--- config.mk ---
export PLATFORM = sky130hd
export DESIGN_NAME = fen_position_parser
export DESIGN_NICKNAME = d
export VERILOG_FILES = /design/src/hdl/fpp_pkg.sv /design/src/hdl/fpp_ctrl.sv /design/src/hdl/fpp_datapath.sv /design/src/hdl/fen_position_parser.sv
export SDC_FILE = /design/constraint.sdc
export NUM_CORES = 1
export LEC_CHECK = 0
export ABC_AREA = 1
export ABC_CLOCK_PERIOD_IN_PS = 6700
export BUFFER_PORTS_ARGS = -buffer_cell sky130_fd_sc_hd__buf_2
export CORE_MARGIN = 2
export CORE_UTILIZATION = 50
export CTS_CLUSTER_DIAMETER = 150
export CTS_CLUSTER_SIZE = 8
export DETAILED_ROUTE_END_ITERATION = 16
export GPL_TIMING_DRIVEN = 0
export PLACE_DENSITY = 0.69
export REMOVE_ABC_BUFFERS = 1
export SLEW_MARGIN = 25
export SYNTH_ARGS = -nofsm -noshare
export SYNTH_HDL_FRONTEND = slang
export SYNTH_SLANG_ARGS = --single-unit
--- constraint.sdc ---
create_clock -name clk -period 6.7 [get_ports clk]
set_input_delay 1.005 -clock clk [delete_from_list [all_inputs] [get_ports clk]]
set_output_delay 1.005 -clock clk [all_outputs]
set_load 0.01 [all_outputs]
--- src/hdl/fpp_pkg.sv ---
package fpp_pkg;

    localparam logic [7:0] CH_SPACE = 8'h20;
    localparam logic [7:0] CH_SLASH = 8'h2f;
    localparam logic [7:0] CH_ZERO  = 8'h30;
    localparam logic [7:0] CH_ONE   = 8'h31;
    localparam logic [7:0] CH_NINE  = 8'h39;
    localparam logic [7:0] CH_W     = 8'h77;
    localparam logic [7:0] CH_B     = 8'h62;
    localparam logic [7:0] CH_UK    = 8'h4b;
    localparam logic [7:0] CH_UQ    = 8'h51;
    localparam logic [7:0] CH_LK    = 8'h6b;
    localparam logic [7:0] CH_LQ    = 8'h71;
    localparam logic [7:0] CH_MINUS = 8'h2d;
    localparam logic [7:0] CH_PLUS  = 8'h2b;
    localparam logic [7:0] CH_TAB   = 8'h09;
    localparam logic [7:0] CH_CR    = 8'h0d;

    localparam logic [2:0] TOK_PLACE  = 3'd1;
    localparam logic [2:0] TOK_SIDE   = 3'd2;
    localparam logic [2:0] TOK_CASTLE = 3'd3;
    localparam logic [2:0] TOK_CLOCK  = 3'd5;
    localparam logic [2:0] TOK_MOVE   = 3'd6;
    localparam logic [2:0] TOK_MAX    = 3'd7;

    localparam logic [3:0] BOARD_EDGE = 4'd8;

    typedef struct packed {
        logic accept;
        logic step;
    } fpp_cmd_t;

    typedef struct packed {
        logic out_free;
        logic digit_run;
        logic run_done;
    } fpp_stat_t;

endpackage

--- src/hdl/fpp_ctrl.sv ---
module fpp_ctrl (
    input  logic              clk,
    input  logic              rst_n,
    input  logic              in_valid,
    output logic              in_ready,
    input  fpp_pkg::fpp_stat_t stat,
    output fpp_pkg::fpp_cmd_t  cmd
);

    localparam logic S_IDLE = 1'b0;
    localparam logic S_RUN  = 1'b1;

    logic state_reg;
    logic state_next;

    assign in_ready   = (state_reg == S_IDLE) && stat.out_free;
    assign cmd.accept = in_valid && in_ready;
    assign cmd.step   = (state_reg == S_RUN) && stat.out_free;

    always_comb
    begin
        state_next = state_reg;
        unique case (state_reg)
            S_IDLE:
            begin
                if (cmd.accept && stat.digit_run)
                    state_next = S_RUN;
            end
            S_RUN:
            begin
                if (cmd.step && stat.run_done)
                    state_next = S_IDLE;
            end
            default: state_next = S_IDLE;
        endcase
    end

    always_ff @(posedge clk or negedge rst_n)
    begin
        if (!rst_n)
            state_reg <= S_IDLE;
        else
            state_reg <= state_next;
    end

    a_run_blocks_input: assert property (@(posedge clk) disable iff (!rst_n)
        cmd.accept && stat.digit_run |=> !in_ready)
        else $error("input taken during blank-square run");

    a_no_step_on_accept: assert property (@(posedge clk) disable iff (!rst_n)
        !(cmd.accept && cmd.step))
        else $error("accept and step in the same cycle");

    a_run_holds_input: assert property (@(posedge clk) disable iff (!rst_n)
        (state_reg == S_RUN) |-> !in_ready)
        else $error("input ready while a blank-square run is active");

endmodule

--- src/hdl/fpp_datapath.sv ---
module fpp_datapath (
    input  logic               clk,
    input  logic               rst_n,
    input  logic [7:0]         symbol,
    input  logic               end_of_text,
    input  fpp_pkg::fpp_cmd_t  cmd,
    output fpp_pkg::fpp_stat_t stat,
    output logic               out_valid,
    input  logic               out_ready,
    output logic               kind,
    output logic [5:0]         square,
    output logic [7:0]         piece,
    output logic               black_to_move,
    output logic [3:0]         castle_rights,
    output logic signed [15:0] halfmove_clock,
    output logic signed [15:0] move_number,
    output logic               overflow,
    output logic               last
);

    logic [2:0]  tok_reg, tok_next;
    logic        inside_reg, inside_next;
    logic        chars_reg, chars_next;
    logic [3:0]  rank_reg, rank_next;
    logic [3:0]  file_reg, file_next;
    logic        side_reg, side_next;
    logic [3:0]  rights_reg, rights_next;
    logic [15:0] clock_reg, clock_next;
    logic [15:0] move_reg, move_next;
    logic [15:0] accum_reg, accum_next;
    logic        neg_reg, neg_next;
    logic        stop_reg, stop_next;
    logic        ovf_reg, ovf_next;
    logic [3:0]  count_reg, count_next;
    logic        valid_reg, valid_next;

    logic        o_kind_reg, o_kind_next;
    logic [5:0]  o_square_reg, o_square_next;
    logic [7:0]  o_piece_reg, o_piece_next;
    logic        o_side_reg, o_side_next;
    logic [3:0]  o_rights_reg, o_rights_next;
    logic [15:0] o_hm_reg, o_hm_next;
    logic [15:0] o_mv_reg, o_mv_next;
    logic        o_ovf_reg, o_ovf_next;
    logic        o_last_reg, o_last_next;

    logic [2:0]  tok_eff;
    logic        is_digit19;
    logic        is_digit09;
    logic        out_free;
    logic        off_board;
    logic [19:0] prod;
    logic [15:0] accum_sat;

    assign out_free   = !valid_reg || out_ready;
    assign tok_eff    = (!inside_reg && tok_reg != fpp_pkg::TOK_MAX) ? tok_reg + 3'd1 : tok_reg;
    assign is_digit19 = symbol >= fpp_pkg::CH_ONE && symbol <= fpp_pkg::CH_NINE;
    assign is_digit09 = symbol >= fpp_pkg::CH_ZERO && symbol <= fpp_pkg::CH_NINE;
    assign off_board  = rank_reg >= fpp_pkg::BOARD_EDGE || file_reg >= fpp_pkg::BOARD_EDGE;

    // accum stays at or below 32768, so times ten plus a digit fits 20 bits
    assign prod      = {1'b0, accum_reg, 3'b000} + {3'b000, accum_reg, 1'b0}
                     + {16'd0, 4'(symbol - fpp_pkg::CH_ZERO)};
    assign accum_sat = (prod > 20'd32768) ? 16'h8000 : prod[15:0];

    assign stat.out_free  = out_free;
    assign stat.digit_run = !end_of_text && is_digit19 && tok_eff == fpp_pkg::TOK_PLACE;
    assign stat.run_done  = off_board || count_reg == 4'd1 || file_reg == 4'd7;

    always_comb
    begin
        logic        chars_e;
        logic [3:0]  rank_e;
        logic [3:0]  file_e;
        logic [15:0] accum_e;
        logic        neg_e;
        logic        stop_e;
        logic        store;
        logic [15:0] sval;

        tok_next      = tok_reg;
        inside_next   = inside_reg;
        chars_next    = chars_reg;
        rank_next     = rank_reg;
        file_next     = file_reg;
        side_next     = side_reg;
        rights_next   = rights_reg;
        clock_next    = clock_reg;
        move_next     = move_reg;
        accum_next    = accum_reg;
        neg_next      = neg_reg;
        stop_next     = stop_reg;
        ovf_next      = ovf_reg;
        count_next    = count_reg;
        valid_next    = valid_reg && !out_ready;
        o_kind_next   = o_kind_reg;
        o_square_next = o_square_reg;
        o_piece_next  = o_piece_reg;
        o_side_next   = o_side_reg;
        o_rights_next = o_rights_reg;
        o_hm_next     = o_hm_reg;
        o_mv_next     = o_mv_reg;
        o_ovf_next    = o_ovf_reg;
        o_last_next   = o_last_reg;

        chars_e = chars_reg;
        rank_e  = rank_reg;
        file_e  = file_reg;
        accum_e = accum_reg;
        neg_e   = neg_reg;
        stop_e  = stop_reg;
        store   = 1'b0;
        sval    = 16'd0;

        if (cmd.accept)
        begin
            if (end_of_text)
            begin
                valid_next    = 1'b1;
                o_kind_next   = 1'b1;
                o_square_next = 6'd0;
                o_piece_next  = 8'd0;
                o_side_next   = side_reg;
                o_rights_next = rights_reg;
                o_hm_next     = clock_reg;
                o_mv_next     = move_reg;
                o_ovf_next    = ovf_reg;
                o_last_next   = 1'b1;
                tok_next      = 3'd0;
                inside_next   = 1'b0;
                chars_next    = 1'b0;
                rank_next     = 4'd0;
                file_next     = 4'd0;
                accum_next    = 16'd0;
                neg_next      = 1'b0;
                stop_next     = 1'b0;
            end
            else if (symbol == fpp_pkg::CH_SPACE)
            begin
                inside_next = 1'b0;
            end
            else
            begin
                inside_next = 1'b1;
                tok_next    = tok_eff;
                if (!inside_reg)
                begin
                    chars_e = 1'b0;
                    accum_e = 16'd0;
                    neg_e   = 1'b0;
                    stop_e  = 1'b0;
                    store   = 1'b1;
                    if (tok_eff == fpp_pkg::TOK_PLACE)
                    begin
                        rank_e = 4'd0;
                        file_e = 4'd0;
                    end
                end

                case (tok_eff)
                    fpp_pkg::TOK_PLACE:
                    begin
                        if (symbol == fpp_pkg::CH_SLASH)
                        begin
                            if (rank_e < fpp_pkg::BOARD_EDGE)
                                rank_e = rank_e + 4'd1;
                            file_e = 4'd0;
                        end
                        else if (is_digit19)
                        begin
                            count_next = 4'(symbol - fpp_pkg::CH_ZERO);
                        end
                        else
                        begin
                            if (rank_e < fpp_pkg::BOARD_EDGE && file_e < fpp_pkg::BOARD_EDGE)
                            begin
                                valid_next    = 1'b1;
                                o_kind_next   = 1'b0;
                                o_square_next = {rank_e[2:0], file_e[2:0]};
                                o_piece_next  = symbol;
                                o_side_next   = 1'b0;
                                o_rights_next = 4'd0;
                                o_hm_next     = 16'd0;
                                o_mv_next     = 16'd0;
                                o_ovf_next    = 1'b0;
                                o_last_next   = 1'b1;
                            end
                            else
                            begin
                                ovf_next = 1'b1;
                            end
                            if (file_e < fpp_pkg::BOARD_EDGE)
                                file_e = file_e + 4'd1;
                        end
                    end
                    fpp_pkg::TOK_SIDE:
                    begin
                        if (!chars_e)
                        begin
                            if (symbol == fpp_pkg::CH_W)
                                side_next = 1'b0;
                            else if (symbol == fpp_pkg::CH_B)
                                side_next = 1'b1;
                        end
                        chars_e = 1'b1;
                    end
                    fpp_pkg::TOK_CASTLE:
                    begin
                        if (symbol == fpp_pkg::CH_UK)
                            rights_next = rights_reg | 4'b0001;
                        else if (symbol == fpp_pkg::CH_UQ)
                            rights_next = rights_reg | 4'b0010;
                        else if (symbol == fpp_pkg::CH_LK)
                            rights_next = rights_reg | 4'b0100;
                        else if (symbol == fpp_pkg::CH_LQ)
                            rights_next = rights_reg | 4'b1000;
                    end
                    fpp_pkg::TOK_CLOCK, fpp_pkg::TOK_MOVE:
                    begin
                        if (!stop_e)
                        begin
                            if (!chars_e && symbol >= fpp_pkg::CH_TAB
                                && symbol <= fpp_pkg::CH_CR)
                            begin
                                chars_e = chars_e;
                            end
                            else if (!chars_e && symbol == fpp_pkg::CH_MINUS)
                            begin
                                chars_e = 1'b1;
                                neg_e   = 1'b1;
                            end
                            else if (!chars_e && symbol == fpp_pkg::CH_PLUS)
                            begin
                                chars_e = 1'b1;
                            end
                            else if (is_digit09)
                            begin
                                chars_e = 1'b1;
                                accum_e = (!inside_reg) ? 16'(symbol - fpp_pkg::CH_ZERO)
                                                        : accum_sat;
                                store   = 1'b1;
                            end
                            else
                            begin
                                chars_e = 1'b1;
                                stop_e  = 1'b1;
                            end
                        end
                    end
                    default:
                    begin
                        chars_e = chars_e;
                    end
                endcase

                if (neg_e)
                    sval = 16'd0 - accum_e;
                else
                    sval = accum_e[15] ? 16'h7fff : accum_e;
                if (store && tok_eff == fpp_pkg::TOK_CLOCK)
                    clock_next = sval;
                else if (store && tok_eff == fpp_pkg::TOK_MOVE)
                    move_next = sval;

                chars_next = chars_e;
                rank_next  = rank_e;
                file_next  = file_e;
                accum_next = accum_e;
                neg_next   = neg_e;
                stop_next  = stop_e;
            end
        end
        else if (cmd.step)
        begin
            if (off_board)
            begin
                ovf_next = 1'b1;
            end
            else
            begin
                valid_next    = 1'b1;
                o_kind_next   = 1'b0;
                o_square_next = {rank_reg[2:0], file_reg[2:0]};
                o_piece_next  = fpp_pkg::CH_SPACE;
                o_side_next   = 1'b0;
                o_rights_next = 4'd0;
                o_hm_next     = 16'd0;
                o_mv_next     = 16'd0;
                o_ovf_next    = 1'b0;
                o_last_next   = stat.run_done;
                file_next     = file_reg + 4'd1;
                count_next    = count_reg - 4'd1;
                // a blank run that runs off the right edge flags the overflow
                if (file_reg == 4'd7 && count_reg != 4'd1)
                    ovf_next = 1'b1;
            end
        end
    end

    always_ff @(posedge clk or negedge rst_n)
    begin
        if (!rst_n)
        begin
            tok_reg    <= 3'd0;
            inside_reg <= 1'b0;
            chars_reg  <= 1'b0;
            rank_reg   <= 4'd0;
            file_reg   <= 4'd0;
            side_reg   <= 1'b0;
            rights_reg <= 4'd0;
            clock_reg  <= 16'd0;
            move_reg   <= 16'd0;
            accum_reg  <= 16'd0;
            neg_reg    <= 1'b0;
            stop_reg   <= 1'b0;
            ovf_reg    <= 1'b0;
            count_reg  <= 4'd0;
            valid_reg  <= 1'b0;
        end
        else
        begin
            tok_reg    <= tok_next;
            inside_reg <= inside_next;
            chars_reg  <= chars_next;
            rank_reg   <= rank_next;
            file_reg   <= file_next;
            side_reg   <= side_next;
            rights_reg <= rights_next;
            clock_reg  <= clock_next;
            move_reg   <= move_next;
            accum_reg  <= accum_next;
            neg_reg    <= neg_next;
            stop_reg   <= stop_next;
            ovf_reg    <= ovf_next;
            count_reg  <= count_next;
            valid_reg  <= valid_next;
        end
    end

    always_ff @(posedge clk)
    begin
        o_kind_reg   <= o_kind_next;
        o_square_reg <= o_square_next;
        o_piece_reg  <= o_piece_next;
        o_side_reg   <= o_side_next;
        o_rights_reg <= o_rights_next;
        o_hm_reg     <= o_hm_next;
        o_mv_reg     <= o_mv_next;
        o_ovf_reg    <= o_ovf_next;
        o_last_reg   <= o_last_next;
    end

    assign out_valid      = valid_reg;
    assign kind           = o_kind_reg;
    assign square         = o_square_reg;
    assign piece          = o_piece_reg;
    assign black_to_move  = o_side_reg;
    assign castle_rights  = o_rights_reg;
    assign halfmove_clock = o_hm_reg;
    assign move_number    = o_mv_reg;
    assign overflow       = o_ovf_reg;
    assign last           = o_last_reg;

    a_summary_is_last: assert property (@(posedge clk) disable iff (!rst_n)
        valid_reg && o_kind_reg |-> o_last_reg)
        else $error("summary beat without last");

    a_step_has_count: assert property (@(posedge clk) disable iff (!rst_n)
        cmd.step |-> count_reg != 4'd0)
        else $error("blank-square step with empty count");

    a_position_bounded: assert property (@(posedge clk) disable iff (!rst_n)
        rank_reg <= fpp_pkg::BOARD_EDGE && file_reg <= fpp_pkg::BOARD_EDGE)
        else $error("rank or file beyond board edge");

endmodule

--- src/hdl/fen_position_parser.sv ---
// fen position parser
// input channel: in_valid / in_ready carry one text character (symbol) per
// beat, or an end marker (end_of_text = 1) that closes the text.
// output channel: out_valid / out_ready carry one result per beat, either a
// square write (kind 0) or the end-of-text summary (kind 1); last marks the
// final beat caused by one input beat.
// a piece's square write or the summary is registered and appears on the output
// in the cycle after its input beat is accepted. a blank-square digit n writes
// up to n blank squares after it is accepted; the write loop steps one square a
// cycle through the file counter while the output is free, and input is held
// off until it ends.
// the single output register lets a new beat be accepted in the cycle the
// current result is taken; while the receiver stalls, in_ready stays low.
// reset clears the tokenizer, side to move, castling bits, clock, move number
// and overflow flag; the output channel comes up empty.
module fen_position_parser (
    input  logic               clk,
    input  logic               rst_n,
    input  logic               in_valid,
    output logic               in_ready,
    input  logic [7:0]         symbol,
    input  logic               end_of_text,
    output logic               out_valid,
    input  logic               out_ready,
    output logic               kind,
    output logic [5:0]         square,
    output logic [7:0]         piece,
    output logic               black_to_move,
    output logic [3:0]         castle_rights,
    output logic signed [15:0] halfmove_clock,
    output logic signed [15:0] move_number,
    output logic               overflow,
    output logic               last
);

    fpp_pkg::fpp_cmd_t  cmd;
    fpp_pkg::fpp_stat_t stat;

    fpp_ctrl u_ctrl (
        .clk      (clk),
        .rst_n    (rst_n),
        .in_valid (in_valid),
        .in_ready (in_ready),
        .stat     (stat),
        .cmd      (cmd)
    );

    fpp_datapath u_datapath (
        .clk            (clk),
        .rst_n          (rst_n),
        .symbol         (symbol),
        .end_of_text    (end_of_text),
        .cmd            (cmd),
        .stat           (stat),
        .out_valid      (out_valid),
        .out_ready      (out_ready),
        .kind           (kind),
        .square         (square),
        .piece          (piece),
        .black_to_move  (black_to_move),
        .castle_rights  (castle_rights),
        .halfmove_clock (halfmove_clock),
        .move_number    (move_number),
        .overflow       (overflow),
        .last           (last)
    );

endmodule

=== After elaboration in Yosys (flattened, before gate mapping) ===
Index checks and enable logic that the tools add are counted.
W data, S select, Z words.

* Output and inout bits: 56
* Bits of input ports: 13
* Flip-flop bits (word level): 129

* Equality and inequality tests: 33
* Add/subtract/negate cells: 10
* $lt $le $gt $ge: 10
* Multiplexer cells: 181
* Reduce and logical (&&, ||, !) cells: 44
* Bitwise gates (word level): 8

{| class="wikitable"
|+ Operators with widths
! cell !! number
|-
| $mux W16 || 26
|-
| $mux W4 || 41
|-
| $mux W1 || 88
|-
| $mux W8 || 9
|-
| $mux W6 || 9
|-
| $eq A8 B7 Y1 const B || 6
|-
| $eq A8 B6 Y1 const B || 4
|-
| $reduce_and A7 Y1 || 3
|-
| $add A19 B17 Y20 || 1
|-
| $add A20 B4 Y20 || 1
|-
| $gt A20 B16 Y1 const B || 1
|-
| $logic_and A1 B1 Y1 || 19
|-
| $ge A8 B6 Y1 const B || 2
|-
| $reduce_and A8 Y1 || 2
|-
| $sub A1 B16 Y16 const A || 1
|-
| $mux W15 || 1
|-
| $ne A2 B2 Y1 const B || 7
|-
| $add A4 B1 Y4 const B || 3
|-
| $mux W3 || 4
|-
| $ne A3 B3 Y1 const B || 4
|-
| $reduce_and A6 Y1 || 2
|-
| $reduce_and A5 Y1 || 2
|-
| $sub A8 B6 Y9 const B || 1
|-
| $ge A4 B4 Y1 const B || 2
|-
| other kinds (25) || 47
|}

=== Logic depth before layout (Yosys ltp) ===
Gate-level depths: netlist of run 1.

* Depth after elaboration: 18
* Mapped depth: 32

=== By module ===
A second synthesis of run 1 with hierarchy kept.

* Cells, all modules: 1141
* Area total of the unflattened synthesis: 8504.4 um^2

{| class="wikitable"
|+ Modules (own cells, without submodules)
! module !! area an instance (um^2) !! instances !! seq. area each (um^2) !! cells each
|-
| fpp_datapath || 8436.8 || 1 || 3473.3 || 1130
|-
| fpp_ctrl || 67.6 || 1 || 25.0 || 11
|}

=== Worst setup path after synthesis of run 1 ===
Ideal clock, no wire load.

* Path type: input to register
* From: input out_ready
* To: register u_datapath.o_side_reg (netlist: u_datapath.black_to_move) (enable)
* Slack: 1.529 ns
* Data required time: 6.217 ns
* Buffers on the path: 1
* Arrival: 4.688 ns
* Stages on the path: 9
* Cells stage by stage: nor2_1 > nor2_1 > nand2_1 > clkbuf_1 > inv_1 > o21ai_1 > nand2_1 > nor2_1 > a21oi_1

* Longest elaborated chain between the ends: 5
* Elaborated cells between the ends (all ways): 12
* Classes of those cells: eq/ne (6); reduce/logical (6)

{| class="wikitable"
|+ Ends and longest elaborated chain
! what !! RTL line !! RTL
|-
| from (decl) || fen_position_parser.sv:24 || <nowiki>input logic out_ready,</nowiki>
|-
| $logic_or A1 B1 Y1 (*) || fpp_datapath.sv:55 || <nowiki>assign out_free = !valid_reg || out_ready;</nowiki>
|-
| $logic_and A1 B1 Y1 (*) || fpp_ctrl.sv:16 || <nowiki>assign in_ready = (state_reg == S_IDLE) && stat.out_free;</nowiki>
|-
| via in_ready || fen_position_parser.sv:20 || <nowiki>output logic in_ready,</nowiki>
|-
| $logic_and A1 B1 Y1 (*) || fpp_ctrl.sv:17 || <nowiki>assign cmd.accept = in_valid && in_ready;</nowiki>
|-
| $ne A3 B3 Y1 (no source line), or another cell as far along || n/a ||
|-
| $reduce_and A7 Y1 (no source line) (*) || n/a ||
|-
| to (signal assigned) || fpp_datapath.sv:345 || <nowiki>o_side_reg <= o_side_next;</nowiki>
|-
| to (decl) || fpp_datapath.sv:40 || <nowiki>logic o_side_reg, o_side_next;</nowiki>
|}

Mark *: on every way through the listed nets, which the timed path passes. The rest lies on a longest branch.
A chain may end at the register's enable or synchronous reset.

=== Final worst setup path of run 1 ===
* From: input symbol[3]
* To: register u_datapath.move_reg[8]

* Longest elaborated chain between the ends: 16
* Elaborated cells between the ends (all ways): 51
* Classes of those cells: add/sub (4); order compare (5); eq/ne (3); mux (29); bitwise (2); reduce/logical (8)

{| class="wikitable"
|+ Ends and longest elaborated chain
! what !! RTL line !! RTL
|-
| from (decl) || fen_position_parser.sv:21 || <nowiki>input logic [7:0] symbol,</nowiki>
|-
| $sub A4 B1 Y4 || fpp_datapath.sv:63 || <nowiki>+ {16'd0, 4'(symbol - fpp_pkg::CH_ZERO)};</nowiki>
|-
| $add A20 B4 Y20 || fpp_datapath.sv:63 ||
|-
| $gt A20 B16 Y1 || fpp_datapath.sv:64 || <nowiki>assign accum_sat = (prod > 20'd32768) ? 16'h8000 : prod[15:0];</nowiki>
|-
| $mux W16 || fpp_datapath.sv:64 ||
|-
| $mux W16 || fpp_datapath.sv:239 || <nowiki>accum_e = (!inside_reg) ? 16'(symbol - fpp_pkg::CH_ZERO)</nowiki>
|-
| $mux W16 || fpp_datapath.sv:236 || <nowiki>else if (is_digit09)</nowiki>
|-
| $mux W16 || fpp_datapath.sv:232 || <nowiki>else if (!chars_e && symbol == fpp_pkg::CH_PLUS)</nowiki>
|-
| $mux W16 || fpp_datapath.sv:227 || <nowiki>else if (!chars_e && symbol == fpp_pkg::CH_MINUS)</nowiki>
|-
| $mux W16 || fpp_datapath.sv:222 || <nowiki>if (!chars_e && symbol >= fpp_pkg::CH_TAB</nowiki>
|-
| $mux W16 || fpp_datapath.sv:220 || <nowiki>if (!stop_e)</nowiki>
|-
| $mux W16 || fpp_datapath.sv:160 || <nowiki>case (tok_eff)</nowiki>
|-
| $mux W16 || fpp_datapath.sv:138 || <nowiki>else if (symbol == fpp_pkg::CH_SPACE)</nowiki>
|-
| $mux W16 || fpp_datapath.sv:117 || <nowiki>if (end_of_text)</nowiki>
|-
| $mux W16 || fpp_datapath.sv:115 || <nowiki>if (cmd.accept)</nowiki>
|-
| $sub A1 B16 Y16 or $mux W15 (tied branches) || fpp_datapath.sv:257, fpp_datapath.sv:259 ||
|-
| $mux W16 || fpp_datapath.sv:256 || <nowiki>if (neg_e)</nowiki>
|-
| to (signal assigned) || fpp_datapath.sv:330 || <nowiki>move_reg <= move_next;</nowiki>
|-
| to (decl) || fpp_datapath.sv:29 || <nowiki>logic [15:0] move_reg, move_next;</nowiki>
|}

Several ways; a longest one is shown, not always the timed one. The select of a mux whose other input is x is not followed.

==> impl_metrics.py, run 1 <==
metrics = {
    "setup_path": {
        "rr_worst_depth": 29,
        "regToRegSetupSlack_ps": 2450,
        "cp-start-kind": "input port",
        "critPathCaptureType": "flop",
        "arrival_ps": 4860,
        "critPathKind": "input port to flop",
        "worst_path_most_repeated_cell": "sky130_fd_sc_hd__nand2_1",
        "critical_path.max_stage_delay_ps": 590,
        "crit_path_top_delay_cell": "sky130_fd_sc_hd__fa_1",
        "cp-endpoint": "u_datapath.move_reg[8]",
        "cp_max_fo": 10,
        "required_ps": 7010,
        "r2r_end": "u_datapath.move_reg[8]",
        "crit-reg2reg-launch": "u_datapath.accum_reg[0]",
        "cp-startpoint": "symbol[3]",
    },
    "yosys": {
        "synth.distinct_cells": 54,
        "syn-mean-instance-area_sq_um": 7.48,
        "asyncSetResetFlopFracSynth_pct": 58.1,
        "most_instantiated_flip_flop_cell_in_the_synthesis_netlist": "sky130_fd_sc_hd__dfrtp_1",
        "ys_seq_area_share_pct": 41.5,
        "synth_edf_count": 54,
        "post_synth_instance_area_sq_um": 8420,
        "synthCells": 1126,
        "count_of_yosys_warnings_during_synthesis": 0,
        "yosys_register_bits": 129,
    },
    "sta": {
        "timing.slew.headroom_pct": 42.1,
        "rsz0062_at_grt": "no",
        "fmax_ghz": 0.220,
        "worst_slack_ps": 2150,
        "worst_pin_slew_ps": 869,
        "final_min_period_over_clock_period_pct": 67.9,
        "timing_max_transition_violations_final": 0,
        "timing.clock.skew_ps": 8.86,
        "hold_viol": 0,
        "final_period_minus_worst_setup_slack_ps": 4550,
        "finalSetupViolCount": 0,
    },
    "hold_path": {
        "number_of_stages_on_the_worst_hold_path": 2,
        "hold_class": "flop to flop",
        "hold_path.startpoint": "u_datapath.ovf_reg",
    },
    "finish": {
        "final_common_cell": "sky130_fd_sc_hd__nand2_1",
        "fraction_of_layout_instances_using_a_drive_strength_above_1_pct": 13.8,
        "design_area_sq_um": 9660,
        "register_area_sq_um": 3500,
        "multi_input_comb_area_sq_um": 4180,
        "final_cell_mix": "sky130_fd_sc_hd__nand2_1 (293), sky130_fd_sc_hd__inv_1 (151), sky130_fd_sc_hd__nor2_1 (133)",
        "final.fill_count": 1552,
        "insertedDiodeCount": 0,
        "nNetsFinal": 1250,
        "synthToLayoutAreaGrowth_pct": 14.7,
    },
    "routing": {
        "route.antenna.remaining_nets": 0,
        "wire_per_inst_um": 14.0,
        "routed-via-count": 7498,
        "drt_pre_antenna_iters": 6,
        "mean_number_of_vias_per_cell": 5.27,
        "wl_um": 20000,
        "detail_route.drc_violations": 0,
        "drt_first_iter_violations": 536,
    },
    "grt": {
        "first_global_vias": 6999,
        "gr-usage-all-layers_pct": 23.4,
        "globalRouteOverflowTotal": 0,
        "first_pass_grt_wire_length_um": 33600,
        "grt_antenna_before_repair": 0,
        "largest_net_degree_at_the_start_of_global_routing": 40,
    },
    "placement": {
        "io_buffers": 68,
        "post-dp-hpwl_um": 14800,
        "placedInstanceArea_sq_um": 9040,
        "dp_slack_ps": 1770,
        "gp_routability_congestion": 0.924,
    },
    "clock_network": {
        "post-cts-setup-buffer-count": 0,
        "path_clk_slew_ps": 60,
        "cts-root-to-sink-buffers": 2,
        "clock_insertion_delay_worst_skew_ps": 430,
        "cts_inserted_buffers": 17,
        "ctsHoldBuffers": 0,
        "clock-sinks": 129,
        "cts_tree": "done",
        "cts_root_buf": "sky130_fd_sc_hd__clkbuf_16",
        "cts.htree.levels": 4,
        "resized_after_cts": 0,
    },
    "floorplan": {
        "die_x_um": 134,
        "design.core.area_sq_um": 16500,
        "io-pin-count": 69,
        "num_rows": 47,
        "dieArea_sq_um": 17900,
        "initial_core_utilization_pct": 51.0,
        "die_h_um": 134,
    },
    "pwr": {
        "p_leak_nw": 4.84,
        "vdd_drop_max_v": 0.000238,
        "power_density_nw_per_um2": 311,
    },
    "outcome": {
        "status": "completed",
    },
    "run": {
        "max-cap-violations": 0,
    },
}
-- worst max-delay path, delay by kind of cell --
family	cells	cell delay, ps
and+or+nand+nor	22	2120
adders and majority gates	3	1250
AOI/OAI and AO/OA	1	60
buffers and inverters	4	390
-- synth_stat cells, drive strengths merged, types with 2 or more instances --
master,count,area [sq um]
a22oi,2,15.0
o211ai,2,20.0
ha,45,563
nand4,18,113
xor2,3,33.8
a31oi,4,25.0
nor3,13,75.1
a211oi,2,20.0
nand2,304,1190
inv,167,629
nor2,142,589
a21oi,53,299
or2,2,12.5
edfxtp,54,1620
o21ai,88,463
nand3b,5,37.5
o22ai,11,68.8
o41ai,2,17.5
buf,14,80.1
clkbuf,15,56.3
a32o,2,20.0
xnor2,3,26.3
fa,2,40.0
nand3,89,450
dfrtp,75,1880
-- cell families (layout without fill, tap and decap cells) --
kind of cell / count (synthesis) / after routing / share of synthesized area, %
and+or+nand+nor: 575 / 575 / 29.5
AOI/OAI and AO/OA: 173 / 173 / 12.0
xor gates and xnor gates: 6 / 6 / 0.713
adders and majority gates: 47 / 47 / 7.16
DFF: 129 / 129 / 41.5
buffers and inverters: 196 / 273 / 9.09
-- per-stage QoR --
stage | instances | total power, W | hold slack, ps | util, % | TNS, ps
after global routing | 1423 | 0.00318 | 484 | 58.4 | 0
after CTS | 1423 | 0.00302 | 451 | 58.4 | 0
final | 1423 | 0.00300 | 448 | 58.4 | 0
after global placement | 1385 | 0.00200 | 432 | 53.9 | -65650
after floorplan | 1097 | 0.00171 | 419 | - | 0
after detailed placement | 1391 | 0.00205 | 434 | 54.7 | 0
-- area by class of cell --
class / instances / share of cell area (%)
Multi-Input combinational cell: 801 / 43.3
Inverter: 167 / 6.52
Clock buffer: 19 / 4.59
Tap cell: 220 / 2.85
Sequential cell: 129 / 36.2
Timing Repair Buffer: 74 / 4.69
Clock inverter: 13 / 1.83
-- power by group --
part / internal, W / switching, W / total, W
Sequential: 0.00104 / 0.0000899 / 0.00113
Combinational: 0.000298 / 0.000603 / 0.000900
Clock: 0.000603 / 0.000369 / 0.000973
-- layer usage --
layer / wire length (um) / GRT usage (%) / up-vias / share of wire (%)
li1: - / - / 3821 / -
met1: 9140 / 31.2 / 3481 / 46
met2: 9540 / 38.9 / 162 / 48
met3: 876 / 4.12 / 34 / 4.4
met4: 398 / 7.86 / 0 / 2.0
met5: 0 / 0 / - / 0
-- worst min path at each step --
stage | end | slack (ps)
after floorplan | u_datapath.rights_reg[0] | 420
after global placement | u_datapath.rights_reg[1] | 430
after detailed placement | u_datapath.rights_reg[1] | 430
after CTS | u_datapath.rights_reg[1] | 450
after global routing | u_datapath.rights_reg[1] | 480
final | u_datapath.ovf_reg | 450
No activity file was read; power rests on OpenSTA's default activity.
==> run 2: changes to the inputs <==
ABC_CLOCK_PERIOD_IN_PS = 4650   (was 6700)
clock period = 4.65 ns   (was 6.7 ns; I/O delays follow)
==> impl_metrics.py, run 2 (synthesized netlist as in run 1, its figures left out) <==
metrics = {
    "setup_path": {
        "crit_path_top_delay_cell": "sky130_fd_sc_hd__fa_1",
        "required_ps": 4960,
        "critical_path.max_stage_delay_ps": 590,
        "critPathCaptureType": "flop",
        "worst_path_most_repeated_cell": "sky130_fd_sc_hd__nand2_1",
        "cp_max_fo": 10,
        "arrival_ps": 4560,
        "cp-start-kind": "input port",
        "critPathKind": "input port to flop",
    },
    "sta": {
        "finalSetupViolCount": 0,
        "final.hold.worst_slack_ps": 268,
        "timing.slew.headroom_pct": 42.2,
        "fmax_ghz": 0.235,
        "hold_viol": 0,
        "final_min_period_over_clock_period_pct": 91.4,
        "worst_slack_ps": 402,
        "timing.clock.skew_ps": 8.87,
        "worst_pin_slew_ps": 866,
        "timing_max_transition_violations_final": 0,
        "rsz0062_at_grt": "no",
        "final_period_minus_worst_setup_slack_ps": 4250,
    },
    "floorplan": {
        "num_rows": 47,
        "io-pin-count": 69,
        "die_x_um": 134,
        "initial_core_utilization_pct": 51.0,
        "die_h_um": 134,
        "dieArea_sq_um": 17900,
        "design.core.area_sq_um": 16500,
    },
    "routing": {
        "wl_um": 20000,
        "wire_per_inst_um": 14.1,
        "routed-via-count": 7524,
        "drt_pre_antenna_iters": 5,
        "route.antenna.remaining_nets": 0,
        "detail_route.drc_violations": 0,
        "mean_number_of_vias_per_cell": 5.29,
        "drt_first_iter_violations": 536,
    },
    "clock_network": {
        "clock-sinks": 129,
        "cts_inserted_buffers": 17,
        "path_clk_slew_ps": 60,
        "clock_insertion_delay_worst_skew_ps": 430,
        "cts_tree": "done",
        "ctsHoldBuffers": 0,
        "resized_after_cts": 0,
        "cts-root-to-sink-buffers": 2,
        "post-cts-setup-buffer-count": 0,
        "cts.htree.levels": 4,
        "cts_root_buf": "sky130_fd_sc_hd__clkbuf_16",
    },
    "grt": {
        "first_global_vias": 6999,
        "largest_net_degree_at_the_start_of_global_routing": 40,
        "globalRouteOverflowTotal": 0,
        "first_pass_grt_wire_length_um": 33600,
        "grt_antenna_before_repair": 0,
        "gr-usage-all-layers_pct": 23.4,
    },
    "placement": {
        "dp_slack_ps": 28.3,
        "gp_routability_congestion": 0.924,
        "post-dp-hpwl_um": 14800,
        "io_buffers": 68,
    },
    "finish": {
        "synthToLayoutAreaGrowth_pct": 14.7,
        "final.fill_count": 1551,
        "multi_input_comb_area_sq_um": 4180,
        "fraction_of_layout_instances_using_a_drive_strength_above_1_pct": 13.9,
        "final_common_cell": "sky130_fd_sc_hd__nand2_1",
        "register_area_sq_um": 3500,
        "insertedDiodeCount": 0,
        "nNetsFinal": 1250,
        "final_cell_mix": "sky130_fd_sc_hd__nand2_1 (293), sky130_fd_sc_hd__inv_1 (151), sky130_fd_sc_hd__nor2_1 (133)",
    },
    "run": {
        "max-cap-violations": 0,
    },
    "pwr": {
        "power.sequential.fraction_pct": 37.6,
        "power_switching_w": 0.00153,
        "cellInternalPower_w": 0.00279,
        "power_frac_comb_pct": 30.0,
        "p_clk_share_pct": 32.4,
        "vdd_drop_max_v": 0.000343,
        "switching_share_pct": 35.4,
        "power_density_nw_per_um2": 448,
        "p_leak_nw": 4.84,
    },
    "hold_path": {
        "hold_class": "input port to asynchronous set/reset pin",
    },
    "outcome": {
        "status": "completed",
    },
}
## run 2: final cells by class
class / count / area share (%)
Clock buffer: 19 / 4.59
Clock inverter: 13 / 1.83
Inverter: 167 / 6.52
Multi-Input combinational cell: 801 / 43.3
Sequential cell: 129 / 36.2
Tap cell: 220 / 2.85
Timing Repair Buffer: 74 / 4.69
## run 2: worst paths after layout
path	start	to	slack (ps)	depth (start not counted)
max	symbol[3]	u_datapath.move_reg[8]	400	30
min	rst_n	u_datapath.accum_reg[10]	270	1
max reg2reg	u_datapath.accum_reg[0]	u_datapath.move_reg[8]	420	29
min reg2reg	u_datapath.ovf_reg	u_datapath.ovf_reg	450	2
max in group asynchronous	rst_n	u_datapath.accum_reg[0]	3780	2
min in group clk	u_datapath.ovf_reg	u_datapath.ovf_reg	450	2
## run 2: power groups by stage
stage	logic (W)	registers [W]	clock network (W)
2_1_floorplan	0.000732	0.00174	0
3_3_place_gp	0.00120	0.00167	0
3_5_place_dp	0.00130	0.00165	0
4_1_cts	0.00130	0.00163	0.00142
5_1_grt	0.00146	0.00165	0.00146
6_report	0.00130	0.00163	0.00140
## run 2: critical path: cells and delay by family
family / cells / cell delay, ps
AO/OA/AOI/OAI: 1 / 60
adder cells (fa/ha/maj): 3 / 1250
buffers and inverters: 4 / 390
AND/OR/NAND/NOR: 22 / 2150
## run 2: per-layer routing
layer  global-route usage [%]  part of all wire, %  vias to the layer above  routed length (um)
li1                         -                    -                     3820                   -
met1                     31.2                   46                     3495                9160
met2                     38.9                   48                      180                9610
met3                     4.12                  4.4                       29                 871
met4                     7.86                  1.9                        0                 378
met5                        0                    0                        -                   0
## run 2: stage by stage
step	utilization (%)	TNS [ps]	std cells	total power [W]	area [sq um]
after floorplan	-	-48750	1097	0.00247	8280
after global placement	53.9	-185940	1385	0.00288	8900
after detailed placement	54.7	0	1391	0.00295	9040
after CTS	58.4	0	1423	0.00435	9660
final	58.5	0	1423	0.00433	9660
after global routing	58.5	0	1423	0.00458	9660
==> run 3: changes to the inputs <==
CORE_UTILIZATION = 45   (was 50)
PLACE_DENSITY = default   (was 0.69)
TNS_END_PERCENT = 100   (was default)
==> impl_metrics.py, run 3 (synthesized netlist as in run 1, its figures left out) <==
metrics = {
    "clock_network": {
        "ctsHoldBuffers": 0,
        "clock_insertion_delay_worst_skew_ps": 430,
        "clock-sinks": 129,
        "cts_inserted_buffers": 17,
        "cts_tree": "done",
        "path_clk_slew_ps": 60,
        "cts_root_buf": "sky130_fd_sc_hd__clkbuf_16",
        "cts-root-to-sink-buffers": 2,
        "cts.htree.levels": 4,
    },
    "grt": {
        "largest_net_degree_at_the_start_of_global_routing": 40,
        "first_global_vias": 7048,
        "globalRouteOverflowTotal": 0,
        "grt_antenna_before_repair": 0,
        "first_pass_grt_wire_length_um": 34800,
        "gr-usage-all-layers_pct": 21.9,
    },
    "sta": {
        "final.hold.worst_slack_ps": 159,
        "final_min_period_over_clock_period_pct": 91.7,
        "timing.clock.skew_ps": 9.16,
        "timing.slew.headroom_pct": 37.9,
        "hold_viol": 0,
        "rsz0062_at_grt": "no",
        "fmax_ghz": 0.234,
        "timing_max_transition_violations_final": 0,
        "worst_pin_slew_ps": 931,
        "final_period_minus_worst_setup_slack_ps": 4270,
        "finalSetupViolCount": 0,
    },
    "finish": {
        "multi_input_comb_area_sq_um": 4190,
        "nNetsFinal": 1251,
        "design_area_sq_um": 9620,
        "final.fill_count": 1817,
        "insertedDiodeCount": 0,
        "synthToLayoutAreaGrowth_pct": 14.3,
        "finalCoreUtilization_pct": 52.0,
        "register_area_sq_um": 3500,
        "fraction_of_layout_instances_using_a_drive_strength_above_1_pct": 13.7,
        "final_cell_mix": "sky130_fd_sc_hd__nand2_1 (293), sky130_fd_sc_hd__inv_1 (151), sky130_fd_sc_hd__nor2_1 (133)",
        "final_common_cell": "sky130_fd_sc_hd__nand2_1",
    },
    "setup_path": {
        "regToRegSetupSlack_ps": 400,
        "crit_path_top_delay_cell": "sky130_fd_sc_hd__fa_1",
        "worst_path_most_repeated_cell": "sky130_fd_sc_hd__nand2_1",
        "arrival_ps": 4570,
        "cp-start-kind": "input port",
        "cp_max_fo": 10,
        "critical_path.max_stage_delay_ps": 590,
        "required_ps": 4960,
        "critPathCaptureType": "flop",
        "critPathKind": "input port to flop",
    },
    "routing": {
        "drt_pre_antenna_iters": 4,
        "detail_route.drc_violations": 0,
        "routed-via-count": 7478,
        "wire_per_inst_um": 14.4,
        "drt_first_iter_violations": 408,
        "mean_number_of_vias_per_cell": 5.20,
        "route.antenna.remaining_nets": 0,
        "wl_um": 20600,
    },
    "placement": {
        "io_buffers": 68,
        "placedInstanceArea_sq_um": 9070,
        "gp_routability_congestion": 0.891,
        "post-dp-hpwl_um": 15300,
    },
    "pwr": {
        "vdd_drop_max_v": 0.000231,
        "power_density_nw_per_um2": 436,
        "total_power_consumption_w": 0.00420,
        "p_leak_nw": 4.81,
    },
    "floorplan": {
        "io-pin-count": 69,
        "design.core.area_sq_um": 18500,
        "die_h_um": 141,
        "dieArea_sq_um": 19800,
        "initial_core_utilization_pct": 45.5,
        "num_rows": 50,
        "die_x_um": 141,
    },
    "hold_path": {
        "hold_class": "input port to asynchronous set/reset pin",
    },
    "outcome": {
        "status": "completed",
    },
    "run": {
        "max-cap-violations": 0,
    },
}
==> run 3: metrics by stage <==
| step | setup slack [ps] | TNS [ps] | cells |
|---|---|---|---|
| 3_5_place_dp | 0.896 | 0 | 1406 |
| 4_1_cts | 408 | 0 | 1438 |
| 6_report | 384 | 0 | 1438 |
| 2_1_floorplan | -903 | -48750 | 1097 |
| 5_1_grt | 14.4 | 0 | 1438 |
| 3_3_place_gp | -3130 | -199130 | 1399 |
==> run 3: where the power goes <==
part	switching, W	internal (W)	total [W]
Clock	0.000528	0.000735	0.00126
Sequential	0.000131	0.00150	0.00163
Combinational	0.000874	0.000433	0.00131
==> run 3: worst paths after layout <==
check / start / to / depth (start not counted)
setup / recovery: symbol[3] / u_datapath.clock_reg[8] / 30
hold / removal: rst_n / u_datapath.count_reg[0] / 1
setup reg to reg: u_datapath.accum_reg[0] / u_datapath.clock_reg[8] / 29
hold reg to reg: u_datapath.rights_reg[1] / u_datapath.rights_reg[1] / 2
max in group asynchronous: rst_n / u_datapath.clock_reg[10] / 2
min in group clk: u_datapath.rights_reg[1] / u_datapath.rights_reg[1] / 2
==> run 3: cell type report <==
type | count | share of cell area [%]
repair buffers | 75 | 4.86
well taps | 234 | 3.04
flip-flops and latches | 129 | 36.4
multi-input cells | 801 | 43.5
clock buffers | 20 | 4.54
inverters | 167 | 6.54
clock inverters | 12 | 1.13
==> run 3: worst max-delay path: cells and delay by family <==
kind / cells / cell delay, ps
AO/OA/AOI/OAI: 1 / 70
adder cells (fa/ha/maj): 3 / 1250
AND/OR/NAND/NOR: 22 / 2140
buffers and inverters: 4 / 400
==> run 3: layer usage <==
layer	global-route usage, %	up-vias	wire length (um)
met2	35.7	134	9720
met5	0	-	0
met3	4.01	35	685
li1	-	3824	-
met1	29.4	3485	9810
met4	7.79	0	426
==> run 3: what timing repair did <==
| item | 4_1_cts | 5_1_grt |
|---|---|---|
| setup buffers | 0 | 0 |
| setup endpoints to repair | 0 | 4 |
| gates resized for setup | 0 | 2 |
